[src/rtl/http_request_header_tokenizer_core_macros.svh]
// Assertion helpers shared by the tokenizer RTL.
`ifndef HTTP_REQUEST_HEADER_TOKENIZER_CORE_MACROS_SVH
`define HTTP_REQUEST_HEADER_TOKENIZER_CORE_MACROS_SVH

// The consequent must hold in the same cycle as the antecedent.
`define HRT_ASSERT_SAME(label, clk, rst, ante, cons) \
   label: assert property (@(posedge clk) disable iff (rst) (ante) |-> (cons)) \
      else $error("tokenizer check failed");

// The consequent must hold in the cycle after the antecedent.
`define HRT_ASSERT_NEXT(label, clk, rst, ante, cons) \
   label: assert property (@(posedge clk) disable iff (rst) (ante) |=> (cons)) \
      else $error("tokenizer check failed");

`endif

[src/rtl/hrt_pkg.sv]
`timescale 1ns / 1ps
`default_nettype none

package hrt_pkg;

   localparam int MAX_MESSAGE     = 4096;
   localparam int HELD_SPACES_MAX = 15;
   localparam int COUNT_WIDTH     = $clog2(MAX_MESSAGE + 1);
   localparam int HELD_WIDTH      = $clog2(HELD_SPACES_MAX + 1);

   localparam int QUEUE_DEPTH       = 2;
   localparam int QUEUE_PTR_WIDTH   = (QUEUE_DEPTH > 1) ? $clog2(QUEUE_DEPTH) : 1;
   localparam int QUEUE_COUNT_WIDTH = $clog2(QUEUE_DEPTH + 1);

   localparam logic [3:0] MATCH_POS_MAX = 4'd15;

   localparam logic [7:0] CHAR_SPACE = 8'h20;
   localparam logic [7:0] CHAR_SLASH = 8'h2F;
   localparam logic [7:0] CHAR_QMARK = 8'h3F;
   localparam logic [7:0] CHAR_COLON = 8'h3A;
   localparam logic [7:0] CHAR_CR    = 8'h0D;
   localparam logic [7:0] CHAR_LF    = 8'h0A;

   localparam logic [3:0] GET_LEN  = 4'd3;
   localparam logic [3:0] POST_LEN = 4'd4;
   localparam logic [3:0] HEAD_LEN = 4'd4;
   localparam logic [3:0] CONN_LEN = 4'd10;
   localparam logic [3:0] KA_LEN   = 4'd10;

   localparam logic [7:0] GET_TEXT  [0:2] = '{8'h47, 8'h45, 8'h54};
   localparam logic [7:0] POST_TEXT [0:3] = '{8'h50, 8'h4F, 8'h53, 8'h54};
   localparam logic [7:0] HEAD_TEXT [0:3] = '{8'h48, 8'h45, 8'h41, 8'h44};
   localparam logic [7:0] CONN_TEXT [0:9] = '{8'h43, 8'h6F, 8'h6E, 8'h6E, 8'h65,
                                              8'h63, 8'h74, 8'h69, 8'h6F, 8'h6E};
   localparam logic [7:0] KA_TEXT   [0:9] = '{8'h6B, 8'h65, 8'h65, 8'h70, 8'h2D,
                                              8'h61, 8'h6C, 8'h69, 8'h76, 8'h65};

   localparam logic [1:0] METHOD_UNKNOWN = 2'd0;
   localparam logic [1:0] METHOD_GET     = 2'd1;
   localparam logic [1:0] METHOD_POST    = 2'd2;
   localparam logic [1:0] METHOD_HEAD    = 2'd3;

   localparam logic [2:0] PART_METHOD  = 3'd0;
   localparam logic [2:0] PART_URL     = 3'd1;
   localparam logic [2:0] PART_QUERY   = 3'd2;
   localparam logic [2:0] PART_VERSION = 3'd3;
   localparam logic [2:0] PART_NAME    = 3'd4;
   localparam logic [2:0] PART_VALUE   = 3'd5;
   localparam logic [2:0] PART_BODY    = 3'd6;

   localparam logic [2:0] CAND_GET  = 3'b001;
   localparam logic [2:0] CAND_POST = 3'b010;
   localparam logic [2:0] CAND_HEAD = 3'b100;
   localparam logic [2:0] CAND_ALL  = 3'b111;

   typedef enum logic [6:0] {
      PH_METHOD  = 7'b0000001,
      PH_URL     = 7'b0000010,
      PH_QUERY   = 7'b0000100,
      PH_VERSION = 7'b0001000,
      PH_NAME    = 7'b0010000,
      PH_VALUE   = 7'b0100000,
      PH_BODY    = 7'b1000000
   } phase_type;

   typedef struct packed {
      logic is_space;
      logic is_slash;
      logic is_qmark;
      logic is_colon;
      logic is_cr;
      logic is_lf;
   } byte_class_type;

   typedef struct packed {
      logic [7:0]     data;
      logic           last;
      byte_class_type cls;
   } queue_entry_type;

   function automatic logic [2:0] phase_to_part(input phase_type ph);
      logic [2:0] part;
      unique case (ph)
         PH_METHOD:  part = PART_METHOD;
         PH_URL:     part = PART_URL;
         PH_QUERY:   part = PART_QUERY;
         PH_VERSION: part = PART_VERSION;
         PH_NAME:    part = PART_NAME;
         PH_VALUE:   part = PART_VALUE;
         default:    part = PART_BODY;
      endcase
      return part;
   endfunction

   function automatic logic get_at(input logic [3:0] pos, input logic [7:0] b);
      return (pos < GET_LEN) && (GET_TEXT[pos[1:0]] == b);
   endfunction

   function automatic logic post_at(input logic [3:0] pos, input logic [7:0] b);
      return (pos < POST_LEN) && (POST_TEXT[pos[1:0]] == b);
   endfunction

   function automatic logic head_at(input logic [3:0] pos, input logic [7:0] b);
      return (pos < HEAD_LEN) && (HEAD_TEXT[pos[1:0]] == b);
   endfunction

   function automatic logic conn_at(input logic [3:0] pos, input logic [7:0] b);
      return (pos < CONN_LEN) && (CONN_TEXT[pos] == b);
   endfunction

   function automatic logic ka_at(input logic [3:0] pos, input logic [7:0] b);
      return (pos < KA_LEN) && (KA_TEXT[pos] == b);
   endfunction

endpackage

`default_nettype wire

[src/rtl/hrt_front.sv]
`timescale 1ns / 1ps
`default_nettype none

module hrt_front (
   input  wire logic                     req_valid,
   output logic                          req_ready,
   input  wire logic [7:0]               req_data_byte,
   input  wire logic                     req_end_of_message,
   input  wire logic                     queue_full,
   output logic                          push,
   output hrt_pkg::queue_entry_type      push_entry
);

   hrt_pkg::byte_class_type cls;

   always_comb begin
      cls.is_space = (req_data_byte == hrt_pkg::CHAR_SPACE);
      cls.is_slash = (req_data_byte == hrt_pkg::CHAR_SLASH);
      cls.is_qmark = (req_data_byte == hrt_pkg::CHAR_QMARK);
      cls.is_colon = (req_data_byte == hrt_pkg::CHAR_COLON);
      cls.is_cr    = (req_data_byte == hrt_pkg::CHAR_CR);
      cls.is_lf    = (req_data_byte == hrt_pkg::CHAR_LF);
   end

   assign req_ready       = !queue_full;
   assign push            = req_valid && !queue_full;
   assign push_entry.data = req_data_byte;
   assign push_entry.last = req_end_of_message;
   assign push_entry.cls  = cls;

endmodule

`default_nettype wire

[src/rtl/hrt_queue.sv]
`timescale 1ns / 1ps
`default_nettype none

module hrt_queue (
   input  wire logic                     clock,
   input  wire logic                     reset,
   input  wire logic                     push,
   input  wire hrt_pkg::queue_entry_type push_entry,
   output logic                          full,
   input  wire logic                     pop,
   output logic                          head_valid,
   output hrt_pkg::queue_entry_type      head_entry
);

   `include "http_request_header_tokenizer_core_macros.svh"

   localparam int PW = hrt_pkg::QUEUE_PTR_WIDTH;
   localparam int CW = hrt_pkg::QUEUE_COUNT_WIDTH;

   hrt_pkg::queue_entry_type entry_ff [hrt_pkg::QUEUE_DEPTH];
   logic [PW-1:0] wr_ptr_ff, wr_ptr_in;
   logic [PW-1:0] rd_ptr_ff, rd_ptr_in;
   logic [CW-1:0] count_ff, count_in;

   function automatic logic [PW-1:0] next_ptr(input logic [PW-1:0] p);
      return (p == PW'(hrt_pkg::QUEUE_DEPTH - 1)) ? '0 : p + PW'(1);
   endfunction

   assign full       = (count_ff == CW'(hrt_pkg::QUEUE_DEPTH));
   assign head_valid = (count_ff != '0);
   assign head_entry = entry_ff[rd_ptr_ff];

   always_comb begin
      wr_ptr_in = push ? next_ptr(wr_ptr_ff) : wr_ptr_ff;
      rd_ptr_in = pop ? next_ptr(rd_ptr_ff) : rd_ptr_ff;
      count_in  = count_ff;
      if (push && !pop) begin
         count_in = count_ff + CW'(1);
      end else if (pop && !push) begin
         count_in = count_ff - CW'(1);
      end
   end

   always_ff @(posedge clock) begin
      if (reset) begin
         wr_ptr_ff <= '0;
         rd_ptr_ff <= '0;
         count_ff  <= '0;
      end else begin
         wr_ptr_ff <= wr_ptr_in;
         rd_ptr_ff <= rd_ptr_in;
         count_ff  <= count_in;
      end
   end

   always_ff @(posedge clock) begin
      if (push) begin
         entry_ff[wr_ptr_ff] <= push_entry;
      end
   end

   `HRT_ASSERT_SAME(a_count_bound, clock, reset, 1'b1, count_ff <= CW'(hrt_pkg::QUEUE_DEPTH))
   `HRT_ASSERT_NEXT(a_count_grows, clock, reset, push && !pop, count_ff == $past(count_ff) + CW'(1))

endmodule

`default_nettype wire

[src/rtl/hrt_back.sv]
`timescale 1ns / 1ps
`default_nettype none

module hrt_back (
   input  wire logic                     clock,
   input  wire logic                     reset,
   input  wire logic                     csr_wr_en,
   input  wire logic                     csr_wr_data,
   input  wire logic                     head_valid,
   input  wire hrt_pkg::queue_entry_type head_entry,
   output logic                          pop,
   output logic                          rsp_valid,
   input  wire logic                     rsp_ready,
   output logic [7:0]                    rsp_out_byte,
   output logic                          rsp_kept,
   output logic [2:0]                    rsp_part,
   output logic [hrt_pkg::HELD_WIDTH-1:0]  rsp_held_spaces,
   output logic                          rsp_part_end,
   output logic [1:0]                    rsp_method_code,
   output logic                          rsp_keep_alive_request,
   output logic                          rsp_headers_done,
   output logic                          rsp_message_ok,
   output logic [hrt_pkg::COUNT_WIDTH-1:0] rsp_message_length
);

   `include "http_request_header_tokenizer_core_macros.svh"

   localparam int NW = hrt_pkg::COUNT_WIDTH;
   localparam int HW = hrt_pkg::HELD_WIDTH;

   logic reuse_enable_ff;

   hrt_pkg::phase_type phase_ff, phase_in;
   logic [1:0]    term_prog_ff, term_prog_in;
   logic          term_found_ff, term_found_in;
   logic [NW-1:0] byte_count_ff, byte_count_in;
   logic [HW-1:0] pending_ff, pending_in;
   logic          value_started_ff, value_started_in;
   logic [2:0]    cand_ff, cand_in;
   logic [3:0]    match_pos_ff, match_pos_in;
   logic          name_match_ff, name_match_in;
   logic          value_match_ff, value_match_in;
   logic          token_seen_ff, token_seen_in;

   logic          rsp_valid_ff, rsp_valid_in;
   logic [7:0]    out_byte_ff;
   logic          kept_ff, kept_in;
   logic [2:0]    part_ff;
   logic [HW-1:0] held_ff, held_in;
   logic          pend_ff, pend_in;
   logic [1:0]    code_ff, code_in;
   logic          ka_ff, ka_in;
   logic          hdone_ff, hdone_in;
   logic          ok_ff, ok_in;
   logic [NW-1:0] len_ff, len_in;

   logic [7:0]              b;
   hrt_pkg::byte_class_type c;
   logic [3:0]              pos_adv;
   logic                    term_hit;

   assign pop          = head_valid && (!rsp_valid_ff || rsp_ready);
   assign rsp_valid_in = pop || (rsp_valid_ff && !rsp_ready);
   assign b            = head_entry.data;
   assign c            = head_entry.cls;
   assign pos_adv      = (match_pos_ff != hrt_pkg::MATCH_POS_MAX) ? match_pos_ff + 4'd1
                                                                   : match_pos_ff;
   assign term_hit     = term_prog_ff[0] ? c.is_lf : c.is_cr;

   always_comb begin
      phase_in         = phase_ff;
      term_prog_in     = term_prog_ff;
      term_found_in    = term_found_ff;
      byte_count_in    = byte_count_ff;
      pending_in       = pending_ff;
      value_started_in = value_started_ff;
      cand_in          = cand_ff;
      match_pos_in     = match_pos_ff;
      name_match_in    = name_match_ff;
      value_match_in   = value_match_ff;
      token_seen_in    = token_seen_ff;
      kept_in          = 1'b0;
      held_in          = '0;
      pend_in          = 1'b0;
      code_in          = hrt_pkg::METHOD_UNKNOWN;
      ka_in            = 1'b0;
      hdone_in         = 1'b0;
      ok_in            = 1'b0;
      len_in           = '0;

      if (byte_count_ff < NW'(hrt_pkg::MAX_MESSAGE)) begin
         byte_count_in = byte_count_ff + NW'(1);
      end

      // The search for CR LF CR LF runs over the whole message, across all phases.
      if (term_hit) begin
         if (term_prog_ff == 2'd3) begin
            term_found_in = 1'b1;
            term_prog_in  = 2'd2;
         end else begin
            term_prog_in = term_prog_ff + 2'd1;
         end
      end else begin
         term_prog_in = c.is_cr ? 2'd1 : 2'd0;
      end

      unique case (phase_ff)
         hrt_pkg::PH_METHOD: begin
            if (c.is_space || c.is_slash) begin
               if (token_seen_ff) begin
                  pend_in = 1'b1;
                  priority if ((cand_ff & hrt_pkg::CAND_GET) != '0
                               && match_pos_ff == hrt_pkg::GET_LEN) begin
                     code_in = hrt_pkg::METHOD_GET;
                  end else if ((cand_ff & hrt_pkg::CAND_POST) != '0
                               && match_pos_ff == hrt_pkg::POST_LEN) begin
                     code_in = hrt_pkg::METHOD_POST;
                  end else if ((cand_ff & hrt_pkg::CAND_HEAD) != '0
                               && match_pos_ff == hrt_pkg::HEAD_LEN) begin
                     code_in = hrt_pkg::METHOD_HEAD;
                  end else begin
                     code_in = hrt_pkg::METHOD_UNKNOWN;
                  end
                  phase_in      = hrt_pkg::PH_URL;
                  token_seen_in = 1'b0;
                  match_pos_in  = 4'd0;
               end
            end else begin
               kept_in       = 1'b1;
               token_seen_in = 1'b1;
               cand_in       = cand_ff;
               if (!hrt_pkg::get_at(match_pos_ff, b)) begin
                  cand_in = cand_in & ~hrt_pkg::CAND_GET;
               end
               if (!hrt_pkg::post_at(match_pos_ff, b)) begin
                  cand_in = cand_in & ~hrt_pkg::CAND_POST;
               end
               if (!hrt_pkg::head_at(match_pos_ff, b)) begin
                  cand_in = cand_in & ~hrt_pkg::CAND_HEAD;
               end
               match_pos_in = pos_adv;
            end
         end
         hrt_pkg::PH_URL: begin
            if (c.is_space) begin
               if (token_seen_ff) begin
                  pend_in       = 1'b1;
                  phase_in      = hrt_pkg::PH_VERSION;
                  token_seen_in = 1'b0;
               end
            end else if (c.is_qmark) begin
               // A query mark closes the path even when the path is empty.
               pend_in  = 1'b1;
               phase_in = hrt_pkg::PH_QUERY;
            end else begin
               kept_in       = 1'b1;
               token_seen_in = 1'b1;
            end
         end
         hrt_pkg::PH_QUERY: begin
            if (c.is_space) begin
               pend_in       = 1'b1;
               phase_in      = hrt_pkg::PH_VERSION;
               token_seen_in = 1'b0;
            end else begin
               kept_in = 1'b1;
            end
         end
         hrt_pkg::PH_VERSION: begin
            if (c.is_lf) begin
               if (token_seen_ff) begin
                  pend_in          = 1'b1;
                  phase_in         = hrt_pkg::PH_NAME;
                  pending_in       = '0;
                  value_started_in = 1'b0;
                  match_pos_in     = 4'd0;
                  name_match_in    = 1'b1;
                  value_match_in   = 1'b1;
                  token_seen_in    = 1'b0;
               end
            end else begin
               token_seen_in = 1'b1;
               kept_in       = !c.is_cr;
            end
         end
         hrt_pkg::PH_NAME: begin
            if (c.is_cr) begin
               kept_in = 1'b0;
            end else if (c.is_lf) begin
               // A line with nothing but CR bytes ends the headers.
               if (!token_seen_ff) begin
                  hdone_in = 1'b1;
                  phase_in = hrt_pkg::PH_BODY;
               end
               pending_in       = '0;
               value_started_in = 1'b0;
               match_pos_in     = 4'd0;
               name_match_in    = 1'b1;
               value_match_in   = 1'b1;
               token_seen_in    = 1'b0;
            end else if (c.is_colon) begin
               pend_in          = 1'b1;
               name_match_in    = name_match_ff && (match_pos_ff == hrt_pkg::CONN_LEN);
               pending_in       = '0;
               match_pos_in     = 4'd0;
               value_started_in = 1'b0;
               value_match_in   = 1'b1;
               phase_in         = hrt_pkg::PH_VALUE;
            end else if (c.is_space) begin
               token_seen_in = 1'b1;
               if (pending_ff < HW'(hrt_pkg::HELD_SPACES_MAX)) begin
                  pending_in = pending_ff + HW'(1);
               end
            end else begin
               kept_in       = 1'b1;
               token_seen_in = 1'b1;
               held_in       = pending_ff;
               if (pending_ff != '0 || !hrt_pkg::conn_at(match_pos_ff, b)) begin
                  name_match_in = 1'b0;
               end
               pending_in   = '0;
               match_pos_in = pos_adv;
            end
         end
         hrt_pkg::PH_VALUE: begin
            if (c.is_cr) begin
               kept_in = 1'b0;
            end else if (c.is_lf) begin
               pend_in          = 1'b1;
               ka_in            = reuse_enable_ff && name_match_ff && value_match_ff
                                  && (match_pos_ff == hrt_pkg::KA_LEN);
               phase_in         = hrt_pkg::PH_NAME;
               pending_in       = '0;
               value_started_in = 1'b0;
               match_pos_in     = 4'd0;
               name_match_in    = 1'b1;
               value_match_in   = 1'b1;
               token_seen_in    = 1'b0;
            end else if (c.is_space && !value_started_ff) begin
               kept_in = 1'b0;
            end else begin
               kept_in          = 1'b1;
               value_started_in = 1'b1;
               if (!hrt_pkg::ka_at(match_pos_ff, b)) begin
                  value_match_in = 1'b0;
               end
               match_pos_in = pos_adv;
            end
         end
         default: begin
            kept_in  = 1'b1;
            phase_in = hrt_pkg::PH_BODY;
         end
      endcase

      // The last word reports the summary and returns every parser state bit to reset.
      if (head_entry.last) begin
         ok_in            = term_found_in;
         len_in           = byte_count_in;
         phase_in         = hrt_pkg::PH_METHOD;
         term_prog_in     = 2'd0;
         term_found_in    = 1'b0;
         byte_count_in    = '0;
         cand_in          = hrt_pkg::CAND_ALL;
         pending_in       = '0;
         value_started_in = 1'b0;
         match_pos_in     = 4'd0;
         name_match_in    = 1'b1;
         value_match_in   = 1'b1;
         token_seen_in    = 1'b0;
      end
   end

   always_ff @(posedge clock) begin
      if (reset) begin
         reuse_enable_ff <= 1'b0;
      end else if (csr_wr_en) begin
         reuse_enable_ff <= csr_wr_data;
      end
   end

   always_ff @(posedge clock) begin
      if (reset) begin
         rsp_valid_ff     <= 1'b0;
         phase_ff         <= hrt_pkg::PH_METHOD;
         term_prog_ff     <= 2'd0;
         term_found_ff    <= 1'b0;
         byte_count_ff    <= '0;
         pending_ff       <= '0;
         value_started_ff <= 1'b0;
         cand_ff          <= hrt_pkg::CAND_ALL;
         match_pos_ff     <= 4'd0;
         name_match_ff    <= 1'b1;
         value_match_ff   <= 1'b1;
         token_seen_ff    <= 1'b0;
      end else begin
         rsp_valid_ff <= rsp_valid_in;
         if (pop) begin
            phase_ff         <= phase_in;
            term_prog_ff     <= term_prog_in;
            term_found_ff    <= term_found_in;
            byte_count_ff    <= byte_count_in;
            pending_ff       <= pending_in;
            value_started_ff <= value_started_in;
            cand_ff          <= cand_in;
            match_pos_ff     <= match_pos_in;
            name_match_ff    <= name_match_in;
            value_match_ff   <= value_match_in;
            token_seen_ff    <= token_seen_in;
         end
      end
   end

   always_ff @(posedge clock) begin
      if (pop) begin
         out_byte_ff <= b;
         kept_ff     <= kept_in;
         part_ff     <= hrt_pkg::phase_to_part(phase_ff);
         held_ff     <= held_in;
         pend_ff     <= pend_in;
         code_ff     <= code_in;
         ka_ff       <= ka_in;
         hdone_ff    <= hdone_in;
         ok_ff       <= ok_in;
         len_ff      <= len_in;
      end
   end

   assign rsp_valid              = rsp_valid_ff;
   assign rsp_out_byte           = out_byte_ff;
   assign rsp_kept               = kept_ff;
   assign rsp_part               = part_ff;
   assign rsp_held_spaces        = held_ff;
   assign rsp_part_end           = pend_ff;
   assign rsp_method_code        = code_ff;
   assign rsp_keep_alive_request = ka_ff;
   assign rsp_headers_done       = hdone_ff;
   assign rsp_message_ok         = ok_ff;
   assign rsp_message_length     = len_ff;

   `HRT_ASSERT_NEXT(a_last_restarts, clock, reset, pop && head_entry.last, phase_ff == hrt_pkg::PH_METHOD && byte_count_ff == '0)
   `HRT_ASSERT_SAME(a_held_on_name, clock, reset, rsp_valid_ff && held_ff != '0, kept_ff && part_ff == hrt_pkg::PART_NAME)

endmodule

`default_nettype wire

[src/rtl/http_request_header_tokenizer_core.sv]
`timescale 1ns / 1ps
`default_nettype none

// Channel   Direction  Handshake            Word
// req       in         req_valid/req_ready  one message byte, last-byte flag
// rsp       out        rsp_valid/rsp_ready  the byte with its tag and summary fields
// csr       in         csr_wr_en            connection reuse enable bit, no read-back
//
// One byte per cycle while rsp_ready holds; a taken byte is registered in the queue and then
// in the output register. The parser state update in the back end is the only per-byte loop.
// A two-word queue splits the classifier from the parser, so req stays ready while one
// result waits on a stalled rsp; req_ready drops once the queue is full.
// Reset is synchronous and active high and leaves the parser at the start of a message.

module http_request_header_tokenizer_core (
   input  wire logic                          clock,
   input  wire logic                          reset,
   input  wire logic                          csr_wr_en,
   input  wire logic                          csr_wr_data,
   input  wire logic                          req_valid,
   output logic                               req_ready,
   input  wire logic [7:0]                    req_data_byte,
   input  wire logic                          req_end_of_message,
   output logic                               rsp_valid,
   input  wire logic                          rsp_ready,
   output logic [7:0]                         rsp_out_byte,
   output logic                               rsp_kept,
   output logic [2:0]                         rsp_part,
   output logic [hrt_pkg::HELD_WIDTH-1:0]     rsp_held_spaces,
   output logic                               rsp_part_end,
   output logic [1:0]                         rsp_method_code,
   output logic                               rsp_keep_alive_request,
   output logic                               rsp_headers_done,
   output logic                               rsp_message_ok,
   output logic [hrt_pkg::COUNT_WIDTH-1:0]    rsp_message_length
);

   logic                     queue_full;
   logic                     push;
   hrt_pkg::queue_entry_type push_entry;
   logic                     pop;
   logic                     head_valid;
   hrt_pkg::queue_entry_type head_entry;

   hrt_front u_front (
      .req_valid          (req_valid),
      .req_ready          (req_ready),
      .req_data_byte      (req_data_byte),
      .req_end_of_message (req_end_of_message),
      .queue_full         (queue_full),
      .push               (push),
      .push_entry         (push_entry)
   );

   hrt_queue u_queue (
      .clock      (clock),
      .reset      (reset),
      .push       (push),
      .push_entry (push_entry),
      .full       (queue_full),
      .pop        (pop),
      .head_valid (head_valid),
      .head_entry (head_entry)
   );

   hrt_back u_back (
      .clock                  (clock),
      .reset                  (reset),
      .csr_wr_en              (csr_wr_en),
      .csr_wr_data            (csr_wr_data),
      .head_valid             (head_valid),
      .head_entry             (head_entry),
      .pop                    (pop),
      .rsp_valid              (rsp_valid),
      .rsp_ready              (rsp_ready),
      .rsp_out_byte           (rsp_out_byte),
      .rsp_kept               (rsp_kept),
      .rsp_part               (rsp_part),
      .rsp_held_spaces        (rsp_held_spaces),
      .rsp_part_end           (rsp_part_end),
      .rsp_method_code        (rsp_method_code),
      .rsp_keep_alive_request (rsp_keep_alive_request),
      .rsp_headers_done       (rsp_headers_done),
      .rsp_message_ok         (rsp_message_ok),
      .rsp_message_length     (rsp_message_length)
   );

endmodule

`default_nettype wire

[config.mk]
export PLATFORM = sky130hd
export DESIGN_NAME = http_request_header_tokenizer_core
export DESIGN_NICKNAME = d
export VERILOG_FILES = /design/src/rtl/hrt_pkg.sv /design/src/rtl/hrt_front.sv /design/src/rtl/hrt_queue.sv /design/src/rtl/hrt_back.sv /design/src/rtl/http_request_header_tokenizer_core.sv
export VERILOG_INCLUDE_DIRS = /design/src /design/src/rtl
export SDC_FILE = /design/constraint.sdc
export NUM_CORES = 1
export LEC_CHECK = 0
export BUFFER_PORTS_ARGS = -buffer_cell sky130_fd_sc_hd__buf_2
export CORE_ASPECT_RATIO = 1.25
export CORE_MARGIN = 8
export CORE_UTILIZATION = 45
export CTS_BUF_LIST = sky130_fd_sc_hd__clkbuf_16
export DETAILED_ROUTE_END_ITERATION = 16
export GPL_ROUTABILITY_DRIVEN = 1
export PLACE_DENSITY_LB_ADDON = 0.05
export RECOVER_POWER = 50
export SLEW_MARGIN = 20
export SYNTH_ARGS = -nofsm -noshare
export SYNTH_HDL_FRONTEND = slang
export SYNTH_SLANG_ARGS = --single-unit
[constraint.sdc]
create_clock -name clock -period 4.15 [get_ports clock]
set_input_delay 0 -clock clock [delete_from_list [all_inputs] [get_ports clock]]
set_output_delay 0 -clock clock [all_outputs]
set_load 0.02 [all_outputs]
==> flow_summary.json <==
{
  "status": "finished, final reports clean",
  "cp_top_family": "buffers and inverters",
  "cts_buffers": 9,
  "hold_path.class": "input pin to flop",
  "path_buf_inv": 2,
  "final_cell_mix": "nor2_1, edfxtp_1, clkbuf_1",
  "crit_chain": "clkbuf_1, mux2i_1, inv_1, and2_1, or2_1, a32oi_1, o21ai_0, a211o_1",
  "grt_antenna_before_repair": 0,
  "place.gp.congestion": 0.905,
  "register_area_sq_mm": 0.00285,
  "die_x_um": 118,
  "io_pins": 52,
  "critPathCaptureType": "flop",
  "cts_tree": "built",
  "ff2ff_path_depth": 8,
  "cp.arrival_ps": 3260,
  "fin_crit_ps": 3010,
  "p_leak_nw": 2.33,
  "grt_pass1_vias": 4707,
  "final_common_cell": "nor2_1",
  "grt_max_degree": 31,
  "die_h_um": 144,
  "hold_violations": 0,
  "hold_end": "u_queue.wr_ptr_ff$_SDFFE_PP0P_",
  "die-area_sq_mm": 0.0170,
  "met1_usage_pct": 21.9,
  "peakVddDrop_v": 0.000279,
  "grt_pass1_wl_um": 25100,
  "antenna_left": 0,
  "fin_setup_tns_ps": 0,
  "hp-start": "req_valid",
  "vias": 4869,
  "synth_flop_cell": "edfxtp_1",
  "drt_first_pass_iters": 5,
  "r2r_end": "u_back.value_match_ff$_SDFFE_PP1P_",
  "drive_gt1_share_pct": 6.64,
  "skew_ps": 9.19,
  "syn_to_final_growth_pct": 14.2,
  "cp_slowest_stage_delay_ps": 620,
  "whs_path_depth": 4,
  "numPortBuffers": 51,
  "drtIter0Drc": 524,
  "clk_pin_slew_ps": 70,
  "nFillCells": 1177,
  "vias_per_cell": 5.76,
  "multi_input_area_sq_mm": 0.00285,
  "worstPathRequired_ps": 4400,
  "synth_cells": 617,
  "cp-start-kind": "flop",
  "clock-sinks": 110,
  "clk_path_buf_depth": 2,
  "synth_fp_nets": 644,
  "antenna_cells": 0,
  "core_region_area_sq_mm": 0.0127,
  "setup_viol_count_final": 0,
  "drc": 0,
  "p_sw_mw": 1.63,
  "ys_types": 62,
  "busiest_layer": "met2",
  "ys_ff_latch": 110,
  "globalRoute.totalOverflow": 0,
  "detail_route.wl_per_cell_um": 18.4,
  "rsz0062_at_grt": "no",
  "grtUsageMet2_pct": 32.5,
  "dpl.hpwl_um": 11500,
  "crit_slowest_cell": "clkbuf_1",
  "async_reset_ff_share_pct": 0,
  "avgSynthCellArea_sq_um": 9.52,
  "synth_area_sq_mm": 0.00588,
  "relSlewSlack_pct": 25.1,
  "ys.warnings.count": 0,
  "holdWs_ps": 29.8,
  "power_density_mw_per_mm2": 620,
  "path_class": "flop to flop",
  "drv_cap": 0,
  "crit_path_max_fanout": 14,
  "switching_share_pct": 39.2,
  "fmax_ghz": 0.332,
  "intPower_mw": 2.53,
  "maxSlewViolCount": 0,
  "h-tree-depth": 3,
  "grtUsageTotal_pct": 18.5,
  "pwr-share-comb_pct": 37.3,
  "grtUsageMet3_pct": 4.04,
  "p_clk_share_pct": 24.5,
  "rrSetupSlack_ps": 1140,
  "synth_edf_count": 65,
  "cts-root-buf": "clkbuf_16",
  "core.rowCount": 46,
  "clk_latency_ps": 360,
  "fin_nets": 700,
  "fin_crit_sh_pct": 72.6,
  "yosysSeqAreaShare_pct": 48.6,
  "cts_setup_buffers": 0,
  "worst_slew_pin_slew_ps": 1120,
  "wl_um": 15600,
  "start_util_pct": 46.2,
  "p_seq_share_pct": 38.2
}
==> logic make-up after synthesis <==
family | share of synthesized area, %
AO/OA/AOI/OAI | 14.1
XOR/XNOR | 4.62
adder cells (fa/ha/maj) | 2.56
buffers and inverters | 3.19
flip-flops | 48.6
multiplexers | 4.37
AND/OR/NAND/NOR | 22.6
==> Yosys cell counts (3+ instances only) <==
cell type | count | area share (%)
buf_2 | 6 | 0.51
mux2_2 | 5 | 0.96
xor2_1 | 15 | 2.2
nand3_1 | 32 | 2.7
nor3_1 | 19 | 1.6
ha_1 | 12 | 2.6
mux2i_1 | 20 | 3.4
nand4_1 | 9 | 0.96
inv_1 | 17 | 1.1
nor2_1 | 86 | 5.5
or3_1 | 4 | 0.43
clkbuf_1 | 19 | 1.2
xnor2_1 | 16 | 2.4
dfxtp_1 | 45 | 15
nand2b_1 | 15 | 1.6
and4_1 | 3 | 0.45
a32oi_1 | 4 | 0.60
a211oi_1 | 5 | 0.64
a21oi_1 | 31 | 2.6
and3_1 | 5 | 0.53
nor2b_1 | 5 | 0.53
a21o_1 | 4 | 0.51
nand2_1 | 44 | 2.8
o32ai_1 | 6 | 0.89
nand3b_1 | 4 | 0.51
o22ai_1 | 8 | 0.85
nor4_1 | 14 | 1.5
a41oi_1 | 3 | 0.45
a22oi_1 | 4 | 0.51
o21ai_0 | 35 | 3.0
edfxtp_1 | 65 | 33
a31oi_1 | 11 | 1.2
and2_1 | 7 | 0.75
==> worst max path at each step <==
stage                                                end  slack, ps  cells after the start
detailed placement     u_back.token_seen_ff$_SDFFE_PP0P_       1400                      6
floorplan           u_back.byte_count_ff[8]$_SDFFE_PP0P_       1610                      7
finish                u_back.value_match_ff$_SDFFE_PP1P_       1140                      8
global route           u_back.name_match_ff$_SDFFE_PP1P_        820                      9
global placement       u_back.token_seen_ff$_SDFFE_PP0P_       1380                      6
CTS                    u_back.token_seen_ff$_SDFFE_PP0P_       1370                      6
==> metal layers <==
metal	wire, um	part of all wire, %	up-vias
met5	0	0	-
met4	327	2.1	0
met2	7830	50	123
li1	-	-	2380
met1	6700	43	2345
met3	700	4.5	21
==> worst reg2reg max path, delay by kind of cell, from the launching register on <==
family,cells,cell delay (ps)
AOI/OAI and AO/OA,3,610
DFF,1,560
muxes,1,450
and+or+nand+nor,2,460
buffers and inverters,2,820
==> state kept, by name (all words and copies together), names as in the netlist, 2 cells and up, named ones only <==
name                       cells
u_back.byte_count_ff          13
u_back.cand_ff                 3
u_back.match_pos_ff            4
u_back.pending_ff              4
u_back.phase_ff                7
u_back.rsp_held_spaces         4
u_back.rsp_message_length     13
u_back.rsp_method_code         2
u_back.rsp_out_byte            8
u_back.rsp_part                3
u_back.term_prog_ff            2
u_queue.count_ff               2
u_queue.entry_ff              30
==> power by group through the flow <==
stage | combinational [mW] | sequential [mW] | clock, mW
2_1_floorplan | 0.933 | 1.75 | 0
3_3_place_gp | 1.58 | 1.60 | 0
3_5_place_dp | 1.59 | 1.61 | 0
4_1_cts | 1.60 | 1.58 | 1.04
5_1_grt | 1.69 | 1.62 | 1.08
6_report | 1.55 | 1.59 | 1.02
==> stage by stage <==
stage	worst slack (ps)	instances	power, mW	cell area [sq um]	util (%)
finish	1140	846	4.16	6710	52.7
global route	818	846	4.39	6710	52.7
CTS	1370	846	4.22	6770	53.2
detailed placement	1400	818	3.20	6300	49.5
global placement	1380	818	3.18	6300	49.5
floorplan	1610	617	2.69	5880	-
==> what timing repair did <==
item                                   4_1_cts  5_1_grt
endpoints found under the hold margin       20        0
hold buffers                                12        0
resized for setup                            0        0
==> area by class of cell <==
class	count	share of cell area, %
flip-flops and latches	110	42.5
inverters	18	1.01
repair buffers	73	5.63
multi-input cells	461	42.4
clock inverters	7	1.90
clock buffers	9	3.36
well taps	168	3.13
No activity file was read; power rests on OpenSTA's default activity.
